`src/hdl/audio_waveform_peak_binner_assert.svh`:
```
// Assertion macros for the waveform peak binner.
// Included by the top level; no other dependencies.
`ifndef AUDIO_WAVEFORM_PEAK_BINNER_ASSERT_SVH
`define AUDIO_WAVEFORM_PEAK_BINNER_ASSERT_SVH

`ifndef SYNTHESIS
`define AWPB_ASSERT(label, clk, rst_n, prop) \
  label: assert property (@(posedge clk) disable iff (!rst_n) prop) \
    else $error("assertion failed in %m");
`define AWPB_ASSERT_NEXT(label, clk, rst_n, ante, cons) \
  label: assert property (@(posedge clk) disable iff (!rst_n) (ante) |=> (cons)) \
    else $error("assertion failed in %m");
`else
`define AWPB_ASSERT(label, clk, rst_n, prop)
`define AWPB_ASSERT_NEXT(label, clk, rst_n, ante, cons)
`endif

`endif

```
`src/hdl/awpb_pkg.sv`:
```
// Shared types and constants for the waveform peak binner.
// No dependencies; used by the interfaces, the root unit and the top level.
package awpb_pkg;

  localparam int unsigned SampleW = 24;
  localparam int unsigned LevelW  = 16;
  localparam int unsigned CountW  = 16;
  localparam int unsigned SqW     = 2 * LevelW;
  localparam int unsigned ProdW   = 4 * LevelW;
  // level = floor((mag * 2^41)^(1/4)); the shift fills the 64-bit product range
  localparam int unsigned MagShift = ProdW - (SampleW - 1);

  typedef logic signed [SampleW-1:0] sample_t;
  typedef logic [SampleW-1:0]        mag_t;
  typedef logic [LevelW-1:0]         level_t;
  typedef logic [CountW-1:0]         count_t;

  localparam count_t BinSizeReset = 16'd250;
  localparam level_t LevelSat     = 16'hFFFF;

  typedef struct packed {
    logic start;
    mag_t mag;
  } root_req_t;

  typedef struct packed {
    logic   busy;
    logic   done;
    level_t level;
  } root_rsp_t;

endpackage

```
`src/hdl/awpb_if.sv`:
```
// Handshake channels of the waveform peak binner: samples in, levels out,
// and the bin size write port. Depends on awpb_pkg.
interface awpb_in_if;
  logic              valid;
  logic              ready;
  logic              channel;
  awpb_pkg::sample_t sample;

  modport source (output valid, output channel, output sample, input ready);
  modport sink (input valid, input channel, input sample, output ready);
endinterface

interface awpb_out_if;
  logic             valid;
  logic             ready;
  logic             out_channel;
  awpb_pkg::level_t bin_level;
  awpb_pkg::level_t max_level;

  modport source (output valid, output out_channel, output bin_level, output max_level,
                  input ready);
  modport sink (input valid, input out_channel, input bin_level, input max_level,
                output ready);
endinterface

interface awpb_cfg_if;
  logic             valid;
  logic             ready;
  awpb_pkg::count_t bin_size;

  modport source (output valid, output bin_size, input ready);
  modport sink (input valid, input bin_size, output ready);
endinterface

```
`src/hdl/awpb_root4.sv`:
```
// Iterative fourth-root unit: one result bit per R_SQ/R_QUAD pass through one
// shared multiplier (square, then square again, then compare). Uses awpb_pkg.
module awpb_root4 (
  input  logic                clk_i,
  input  logic                rst_ni,
  input  awpb_pkg::root_req_t req_i,
  output awpb_pkg::root_rsp_t rsp_o
);
  import awpb_pkg::*;

  typedef enum logic [1:0] {R_IDLE, R_SQ, R_QUAD, R_DONE} rstate_e;

  rstate_e                state_q, state_d;
  logic [SampleW-2:0]     mag_q, mag_d;
  logic                   sat_q, sat_d;
  level_t                 root_q, root_d;
  level_t                 bit_q, bit_d;
  logic [SqW-1:0]         sq_q, sq_d;
  level_t                 trial;
  logic [SqW-1:0]         mul_a;
  logic [ProdW-1:0]       prod;

  assign trial = root_q | bit_q;
  // the one multiplier: squares the trial value, then squares the square
  assign mul_a = (state_q == R_QUAD) ? sq_q : {{(SqW-LevelW){1'b0}}, trial};
  assign prod  = ProdW'(mul_a) * ProdW'(mul_a);

  always_comb begin
    state_d = state_q;
    mag_d   = mag_q;
    sat_d   = sat_q;
    root_d  = root_q;
    bit_d   = bit_q;
    sq_d    = sq_q;
    case (state_q)
      R_IDLE: begin
        if (req_i.start) begin
          mag_d   = req_i.mag[SampleW-2:0];
          sat_d   = req_i.mag[SampleW-1];
          root_d  = '0;
          bit_d   = {1'b1, {(LevelW-1){1'b0}}};
          state_d = R_SQ;
        end
      end
      R_SQ: begin
        sq_d    = prod[SqW-1:0];
        state_d = R_QUAD;
      end
      R_QUAD: begin
        if (prod <= {mag_q, {MagShift{1'b0}}}) begin
          root_d = trial;
        end
        bit_d   = bit_q >> 1;
        state_d = bit_q[0] ? R_DONE : R_SQ;
      end
      R_DONE: begin
        state_d = R_IDLE;
      end
      default: begin
        state_d = R_IDLE;
      end
    endcase
  end

  always_ff @(posedge clk_i or negedge rst_ni) begin
    if (!rst_ni) begin
      state_q <= R_IDLE;
      mag_q   <= '0;
      sat_q   <= 1'b0;
      root_q  <= '0;
      bit_q   <= '0;
      sq_q    <= '0;
    end else begin
      state_q <= state_d;
      mag_q   <= mag_d;
      sat_q   <= sat_d;
      root_q  <= root_d;
      bit_q   <= bit_d;
      sq_q    <= sq_d;
    end
  end

  assign rsp_o.busy  = (state_q != R_IDLE);
  assign rsp_o.done  = (state_q == R_DONE);
  // full-scale negative magnitude saturates
  assign rsp_o.level = sat_q ? LevelSat : root_q;

endmodule

```
`src/hdl/audio_waveform_peak_binner.sv`:
```
// Waveform peak binner top level: per-channel bin state, sequencer, output
// register. Depends on awpb_pkg, awpb_if.sv, awpb_root4 and the assert header.
//
//   channel   dir  payload                               handshake
//   sample_i  in   channel, sample                       valid/ready
//   level_o   out  out_channel, bin_level, max_level     valid/ready
//   cfg_i     in   bin_size                              valid/ready, always ready
//
// A sample that does not close a bin passes through transfer and update.
// A sample that closes a bin passes through update, the root (16 bits, each
// through the one multiplier in awpb_root4), done, then emit.
// Reset clears every channel's peak, count and maximum; bin_size becomes 250.
// A result held in the output register stalls the sequencer only when the
// next result is ready before the previous one has been taken.

`include "audio_waveform_peak_binner_assert.svh"

module audio_waveform_peak_binner #(
  parameter int unsigned CHANNELS = 2
) (
  input  logic       clk_i,
  input  logic       rst_ni,
  awpb_in_if.sink    sample_i,
  awpb_out_if.source level_o,
  awpb_cfg_if.sink   cfg_i
);
  import awpb_pkg::*;

  localparam int unsigned ChanW = (CHANNELS > 1) ? $clog2(CHANNELS) : 1;

  typedef enum logic [1:0] {S_IDLE, S_UPDATE, S_ROOT, S_EMIT} state_e;

  state_e            state_q, state_d;
  count_t            bin_size_q, bin_size_d;
  logic              ch_q, ch_d;
  sample_t           sample_q, sample_d;
  level_t            res_level_q, res_level_d;
  mag_t              peak_q  [CHANNELS];
  mag_t              peak_d  [CHANNELS];
  count_t            count_q [CHANNELS];
  count_t            count_d [CHANNELS];
  level_t            max_q   [CHANNELS];
  level_t            max_d   [CHANNELS];
  logic              out_valid_q, out_valid_d;
  logic              out_ch_q, out_ch_d;
  level_t            out_level_q, out_level_d;
  level_t            out_max_q, out_max_d;

  logic [ChanW-1:0]  idx;
  logic              ch_ok;
  mag_t              mag;
  mag_t              new_peak;
  logic [CountW:0]   count_next;
  logic              bin_full;
  root_req_t         root_req;
  root_rsp_t         root_rsp;

  awpb_root4 u_root4 (
    .clk_i  (clk_i),
    .rst_ni (rst_ni),
    .req_i  (root_req),
    .rsp_o  (root_rsp)
  );

  assign idx        = ChanW'(ch_q);
  assign ch_ok      = (int'(ch_q) < CHANNELS);
  assign mag        = sample_q[SampleW-1] ? mag_t'(~sample_q + 1'b1) : mag_t'(sample_q);
  assign new_peak   = (mag > peak_q[idx]) ? mag : peak_q[idx];
  assign count_next = {1'b0, count_q[idx]} + 1'b1;
  // a bin size of zero closes the bin on every sample, like a size of one
  assign bin_full   = !(count_next < {1'b0, bin_size_q});

  always_comb begin
    state_d     = state_q;
    bin_size_d  = bin_size_q;
    ch_d        = ch_q;
    sample_d    = sample_q;
    res_level_d = res_level_q;
    peak_d      = peak_q;
    count_d     = count_q;
    max_d       = max_q;
    out_valid_d = out_valid_q;
    out_ch_d    = out_ch_q;
    out_level_d = out_level_q;
    out_max_d   = out_max_q;
    root_req    = '{start: 1'b0, mag: new_peak};

    if (cfg_i.valid) begin
      bin_size_d = cfg_i.bin_size;
    end
    // drop the held result once the sink takes it
    if (out_valid_q && level_o.ready) begin
      out_valid_d = 1'b0;
    end

    case (state_q)
      S_IDLE: begin
        if (sample_i.valid) begin
          ch_d     = sample_i.channel;
          sample_d = sample_i.sample;
          state_d  = S_UPDATE;
        end
      end
      S_UPDATE: begin
        if (!ch_ok) begin
          state_d = S_IDLE;
        end else if (!bin_full) begin
          peak_d[idx]  = new_peak;
          count_d[idx] = count_next[CountW-1:0];
          state_d      = S_IDLE;
        end else begin
          peak_d[idx]    = '0;
          count_d[idx]   = '0;
          root_req.start = 1'b1;
          state_d        = S_ROOT;
        end
      end
      S_ROOT: begin
        if (root_rsp.done) begin
          res_level_d = root_rsp.level;
          if (root_rsp.level > max_q[idx]) begin
            max_d[idx] = root_rsp.level;
          end
          state_d = S_EMIT;
        end
      end
      S_EMIT: begin
        // hold until the output register is free
        if (!out_valid_q || level_o.ready) begin
          out_valid_d = 1'b1;
          out_ch_d    = ch_q;
          out_level_d = res_level_q;
          out_max_d   = max_q[idx];
          state_d     = S_IDLE;
        end
      end
      default: begin
        state_d = S_IDLE;
      end
    endcase
  end

  always_ff @(posedge clk_i or negedge rst_ni) begin
    if (!rst_ni) begin
      state_q     <= S_IDLE;
      bin_size_q  <= BinSizeReset;
      ch_q        <= 1'b0;
      sample_q    <= '0;
      res_level_q <= '0;
      peak_q      <= '{default: '0};
      count_q     <= '{default: '0};
      max_q       <= '{default: '0};
      out_valid_q <= 1'b0;
      out_ch_q    <= 1'b0;
      out_level_q <= '0;
      out_max_q   <= '0;
    end else begin
      state_q     <= state_d;
      bin_size_q  <= bin_size_d;
      ch_q        <= ch_d;
      sample_q    <= sample_d;
      res_level_q <= res_level_d;
      peak_q      <= peak_d;
      count_q     <= count_d;
      max_q       <= max_d;
      out_valid_q <= out_valid_d;
      out_ch_q    <= out_ch_d;
      out_level_q <= out_level_d;
      out_max_q   <= out_max_d;
    end
  end

  assign sample_i.ready    = (state_q == S_IDLE);
  assign cfg_i.ready       = 1'b1;
  assign level_o.valid     = out_valid_q;
  assign level_o.out_channel = out_ch_q;
  assign level_o.bin_level = out_level_q;
  assign level_o.max_level = out_max_q;

  `AWPB_ASSERT(a_max_covers_level, clk_i, rst_ni, level_o.valid |-> (level_o.max_level >= level_o.bin_level))
  `AWPB_ASSERT(a_root_start_idle, clk_i, rst_ni, root_req.start |-> !root_rsp.busy)
  `AWPB_ASSERT_NEXT(a_busy_after_transfer, clk_i, rst_ni, sample_i.valid && sample_i.ready, !sample_i.ready)

endmodule

```
`src/flat_wrapper.sv`:
```
// flat-port wrapper written by rule: the top's interface ports become plain ports
module audio_waveform_peak_binner_flat import awpb_pkg::*;
#(
  parameter int unsigned CHANNELS = 2
)
  (clk_i, rst_ni, sample_i_valid, sample_i_channel, sample_i_sample, sample_i_ready, level_o_valid, level_o_out_channel, level_o_bin_level, level_o_max_level, level_o_ready, cfg_i_valid, cfg_i_bin_size, cfg_i_ready);
  awpb_in_if sample_i_i ();
  awpb_out_if level_o_i ();
  awpb_cfg_if cfg_i_i ();
  input  logic clk_i;
  input  logic rst_ni;
  input wire logic [$bits(sample_i_i.valid)-1:0] sample_i_valid;
  input wire logic [$bits(sample_i_i.channel)-1:0] sample_i_channel;
  input wire logic [$bits(sample_i_i.sample)-1:0] sample_i_sample;
  output wire logic [$bits(sample_i_i.ready)-1:0] sample_i_ready;
  output wire logic [$bits(level_o_i.valid)-1:0] level_o_valid;
  output wire logic [$bits(level_o_i.out_channel)-1:0] level_o_out_channel;
  output wire logic [$bits(level_o_i.bin_level)-1:0] level_o_bin_level;
  output wire logic [$bits(level_o_i.max_level)-1:0] level_o_max_level;
  input wire logic [$bits(level_o_i.ready)-1:0] level_o_ready;
  input wire logic [$bits(cfg_i_i.valid)-1:0] cfg_i_valid;
  input wire logic [$bits(cfg_i_i.bin_size)-1:0] cfg_i_bin_size;
  output wire logic [$bits(cfg_i_i.ready)-1:0] cfg_i_ready;
  assign sample_i_i.valid = sample_i_valid;
  assign sample_i_i.channel = sample_i_channel;
  assign sample_i_i.sample = sample_i_sample;
  assign sample_i_ready = sample_i_i.ready;
  assign level_o_valid = level_o_i.valid;
  assign level_o_out_channel = level_o_i.out_channel;
  assign level_o_bin_level = level_o_i.bin_level;
  assign level_o_max_level = level_o_i.max_level;
  assign level_o_i.ready = level_o_ready;
  assign cfg_i_i.valid = cfg_i_valid;
  assign cfg_i_i.bin_size = cfg_i_bin_size;
  assign cfg_i_ready = cfg_i_i.ready;
  audio_waveform_peak_binner #(.CHANNELS(CHANNELS)) u_core (.clk_i(clk_i), .rst_ni(rst_ni), .sample_i(sample_i_i), .level_o(level_o_i), .cfg_i(cfg_i_i));
endmodule
```
`config.mk`:
```
export PLATFORM = sky130hd
export DESIGN_NAME = audio_waveform_peak_binner_flat
export DESIGN_NICKNAME = d
export VERILOG_FILES = /design/src/hdl/awpb_pkg.sv /design/src/hdl/awpb_if.sv /design/src/hdl/awpb_root4.sv /design/src/hdl/audio_waveform_peak_binner.sv /design/src/flat_wrapper.sv
export VERILOG_INCLUDE_DIRS = /design/src /design/src/hdl
export SDC_FILE = /design/constraint.sdc
export NUM_CORES = 2
export LEC_CHECK = 0
export ABC_AREA = 1
export BUFFER_PORTS_ARGS = -buffer_cell sky130_fd_sc_hd__clkbuf_2
export CAP_MARGIN = 15
export CELL_PAD_IN_SITES_DETAIL_PLACEMENT = 0
export CELL_PAD_IN_SITES_GLOBAL_PLACEMENT = 1
export CORE_MARGIN = 2
export CORE_UTILIZATION = 35
export DETAILED_ROUTE_END_ITERATION = 12
export PLACE_DENSITY = 0.74
export SLEW_MARGIN = 20
export SYNTH_ARGS = -nofsm -noshare
export SYNTH_HDL_FRONTEND = slang
export SYNTH_SLANG_ARGS = --single-unit
```
`constraint.sdc`:
```
create_clock -name clk_i -period 10.06 [get_ports clk_i]
set_input_delay 0 -clock clk_i [delete_from_list [all_inputs] [get_ports clk_i]]
set_output_delay 0 -clock clk_i [all_outputs]
set_load 0.02 [all_outputs]
```
# Yosys cells after proc, flatten, opt, wreduce, memory -nomap -nowiden
# Cells that the tools add are included.
# W data, S select, Z words.
# classes
n_mul	1
n_eq_ne	11
n_mux	40
n_reduce_logical	15
n_bitwise	7
add_sub_neg	2
order_cmp	6
# op_table
cell	count
$mux W16	11
$mux W24	6
$bwmux W32	2
$le A64 B64 Y1	1
$mul A32 B32 Y64	1
$mux W32	2
$pmux W16 S2	2
$and A48 B48 Y48	1
$bwmux W48	1
$mux W48	1
$not A48 Y48	1
$and A32 B32 Y32	1
$not A32 Y32	1
$add A24 B1 Y24 const B	1
$demux W24 S1	1
$gt A24 B24 Y1	1
$not A24 Y24	1
$add A16 B1 Y17 const B	1
$lt A17 B16 Y1	1
$demux W16 S1	1
$gt A16 B16 Y1	1
$or A16 B16 Y16	1
$pmux W2 S4	2
$mux W2	6
other kinds (15)	34
# totals
regBits	295
out_inout_bits	36
inputBits	46

# Logic depth before layout (Yosys ltp)
# depth
depth_word	10
mapped_depth	62
depth_no_buf	59

# By module
# From an unflattened synthesis, not the netlist that was laid out.
# unflattened
hier_cells	5311
area_unflattened_um2	44550.2
# modules_own_cells
mod	cells_per_inst	n_inst	area_each_um2
awpb_root4	3934	1	33372.0
audio_waveform_peak_binner	1377	1	11178.2

# Least setup slack after synthesis
# OpenSTA, ideal clock, no wires.
# synth_path
path_type	reg-to-reg
from	reg u_core.u_root4.state_q[1]
to	reg u_core.u_root4.root_q[10]
synth_period_minus_slack_ps	9496
t_arrival_ps	9379
path_buffers	4
path_stages_with_launch	50
setup_slack_ps	564
t_required_ps	9943
setup_ps	117
cell_sequence	dfrtp_1 nand2_1 buf_2 buf_1 nor2_1 a21oi_1 clkbuf_1 nor2_1 fa_1 inv_1 fa_1 fa_1 inv_1 fa_1 fa_1 fa_1 fa_1 inv_1 [14 not listed] xor2_1 ha_1 nand2_1 nor2_1 nand4_1 nor2_1 nand3_1 nor2_1 nand3_1 nor2_1 nand4_1 nor2_1 nand3_1 nand2_4 nand2_4 buf_6 nand2_2 nand2_1
# synth_between
elab_chain_len	6
word_cells_on_any_way	10
classes_between	mul (1); order compare (1); eq/ne (3); mux (2); reduce/logical (3)
# synth_rtl
item	line	text
start: declaration	awpb_root4.sv:13	rstate_e state_q, state_d;
start signal: assignment	awpb_root4.sv:74	state_q <= state_d;
$eq A2 B2 Y1	awpb_root4.sv:25, awpb_root4.sv:35	
$mux W32	awpb_root4.sv:25	assign mul_a = (state_q == R_QUAD) ? sq_q : {{(SqW-LevelW){1'b0}}, trial};
$mul A32 B32 Y64	awpb_root4.sv:26	assign prod = ProdW'(mul_a) * ProdW'(mul_a);
$le A64 B64 Y1	awpb_root4.sv:50	if (prod <= {mag_q, {MagShift{1'b0}}}) begin
$ne A2 B1 Y1 (no source line)	--	
$reduce_and A3 Y1 (no source line)	--	
end signal: assignment	awpb_root4.sv:77	root_q <= root_d;
end: declaration	awpb_root4.sv:16	level_t root_q, root_d;
# Several ways; a longest one is shown, not always the timed one.
# A chain may end at the register's enable or synchronous reset.

# Final worst setup path
# layout_path
from	reg u_core.u_root4.state_q[0]
to	reg u_core.u_root4.root_q[13]
# The elaborated chain is that of the path after synthesis.

==> metrics.txt <==
Async S/R FF share, synth 100%; most common flop cell mapped by yosys dfrtp_1; CP dominant cell by count fa_1; Rel. slew slack 30.6%; IO buf count 80; routed wire length 138000 um; CTS Buf Count 35; Fin. Hold Viols 0; GR Overflow Total 0; area grow syn2layout 19.9%; Worst EP required 10.55 ns; Crit path depth 48; reg2reg setup slack 0.31 ns; top cell type's share of synthesized area 36.3%; worst path bufs/invs 12; initial DRC count 2165; global router's overall resource usage 21.7%; CP Max Fanout 15; I/O pin count 82; Die X 359 um; clock root buffer master clkbuf_16; status complete, no violations; Max Freq 103 MHz; CTS tree yes; commonest non-fill, non-tap cells in the layout inv_1, nand2_1, fa_1, buf_4, nor2_1; Cells after DPL 7272; Hold Worst Slack 0.0349 ns; Crit. End Element flip-flop; Peak VDD IR 0.612 mV; final cell count without fillers 7419; Post-synth EDFFs 0; most common library cell in the layout ignoring fill and taps inv_1; DIE HEIGHT 359 um; dominant cells by area after synthesis fa_1, dfrtp_1, inv_1, ha_1, nand2_1; sequential fraction of the synthesis area 16.7%; Post-Syn Instances 5166; Mean Syn Cell Area 8.53 um^2; Pwr Total 15700 uW; vias in the first global route 37651; via count 35373; layout cell share with drive strength beyond 1 17.1%; Hold Startpoint cfg_i_valid; routed len/inst 18.6 um; drt drc 0; initial antenna violation count 1; CTS max path bufs 3; CP arrival 10.24 ns; Final #Nets 6947; Worst Setup Start Kind flip-flop; cells on worst reg2reg path 48; pwr/cell area 297 mW/mm^2; post-synth top area cell fa_1; DRT antenna net count 0; number of setup violations in the final report 0; family with the most delay on the worst path adder cells; Largest stage delay, worst path 0.55 ns; Final Skew 0.0453 ns; H-tree depth 2; largest net degree at the start of global routing 108; LEAKAGE 0.0255 uW; n_diodes 0; Tcrit/Tclk final 96.9%; initial cell density of the core 35.2%; Clock transition at path regs 0.06 ns; Yosys reg bits 294; first-pass GRT wire length 216000 um; First-pass DRT Iterations 7; Die ar. 0.129 mm^2; CORE AREA 0.125 mm^2; Final HPWL DP 118000 um; fin crit period 9.75 ns; reg2reg start u_core.u_root4.state_q[0]$_DFFE_PN0P_; hold depth 3; Hold WC Path Type input port to flip-flop; RD Place Congestion 1.03; Setup CP Type flip-flop to flip-flop; Setup crit start u_core.u_root4.state_q[0]$_DFFE_PN0P_; fillers 12667; yosys warns 0; Syn Std Cell Area 0.0441 mm^2; CTS Sinks 294; slowest stage cell, crit path fa_1; Vias per Instance 4.77; post-synthesis cell type count 64; max-slew violation count 0; FP Rows 130; Worst-Skew Late Latency 0.57 ns; Worst Tran Pin Value 1.03 ns; Max-Cap Viols 0; RSZ-0062 raised after global routing yes
worst min-delay path, delay by kind of cell:
| family | cells | cell delay [ns] |
|---|---|---|
| buf+inv | 1 | 0.32 |
| compound gates | 1 | 0.08 |
| simple gates | 1 | 0.15 |
final timing paths:
path,to
setup / recovery,u_core.u_root4.root_q[13]$_DFFE_PN0P_
hold / removal,u_core.bin_size_q[10]$_DFFE_PN0P_
setup reg to reg,u_core.u_root4.root_q[13]$_DFFE_PN0P_
hold reg to reg,u_core.count_q[6]$_DFFE_PN0P_
max in group asynchronous,u_core.level_o.max_level[1]$_DFFE_PN0P_
min in group asynchronous,u_core.sample_q[21]$_DFFE_PN0P_
timing repair:
item,4_1_cts,5_1_grt
setup buffers,0,18
hold buffers,60,0
pin swaps,1,67
hold endpoints to repair,150,0
cloned,0,6
setup endpoints to repair,16,16
resized for setup,28,267
cell usage after synthesis, types with 18 or more instances:
cell / instances
inv_1: 1245
nand2_1: 895
fa_1: 798
nor2_1: 514
ha_1: 360
dfrtp_1: 288
o21ai_0: 283
a21oi_1: 137
clkbuf_1: 98
nand3_1: 79
xor2_1: 64
xnor2_1: 30
o21ai_1: 29
o22ai_1: 25
nand4_1: 23
or2_2: 21
a31oi_1: 19
mux2_2: 19
nand2_2: 19
clkinv_1: 18
power breakdown:
| part | total, uW | internal [uW] | switching, uW |
|---|---|---|---|
| logic | 12700 | 4770 | 7890 |
| clock network | 1280 | 732 | 543 |
| registers | 1740 | 1540 | 203 |
| total | 15700 | 7040 | 8640 |
sequential cells by signal (all words and copies together) (netlist names), 2 cells and up, named ones only:
register,cells
u_core.bin_size_q,16
u_core.count_q,32
u_core.level_o.bin_level,16
u_core.level_o.max_level,16
u_core.max_q,32
u_core.peak_q,48
u_core.res_level_q,16
u_core.sample_q,24
u_core.u_root4.bit_q,16
u_core.u_root4.mag_q,23
u_core.u_root4.root_q,16
u_core.u_root4.sq_q,31
u_core.u_root4.state_q,2
per-stage QoR:
step,TNS (ns),util (%),area (um^2),setup slack [ns]
CTS,0,41.2,51600,0.00184
detailed placement,-2.96,39.8,49800,-0.197
floorplan,0,-,44200,0.564
global placement,-3.50,39.8,49800,-0.240
finish,0,42.2,52800,0.314
global route,-2.03,42.2,52800,-0.144
metal layers:
layer	routed length, um	vias up	global-route usage [%]
li1	-	16562	-
met1	59400	17693	29.1
met2	66200	885	36.5
met3	7080	233	2.42
met4	5440	0	7.43
met5	0	-	0
logic make-up (layout without fill, tap and decap cells):
family                     Yosys count  in the layout  synth area share (%)
AOI/OAI and AO/OA                  572            572                  7.18
adders and majority gates         1158           1158                  46.5
xor gates and xnor gates            94             94                  1.87
DFF                                294            294                  16.7
other                                2             31                0.0170
buffers and inverters             1405           1978                  12.2
muxes                               29             29                 0.713
and+or+nand+nor                   1612           1613                  14.9
final cells by class:
| type | count | area (um^2) | area share, % |
|---|---|---|---|
| Multi-Input combinational cell | 3497 | 32500 | 61.4 |
| Clock buffer | 52 | 1010 | 1.91 |
| Inverter | 1273 | 4790 | 9.07 |
| Timing Repair Buffer | 642 | 5010 | 9.48 |
| Sequential cell | 294 | 7370 | 13.9 |
| Tap cell | 1650 | 2060 | 3.91 |
| Clock inverter | 11 | 148 | 0.279 |
Power figures use the tool's default switching activity.
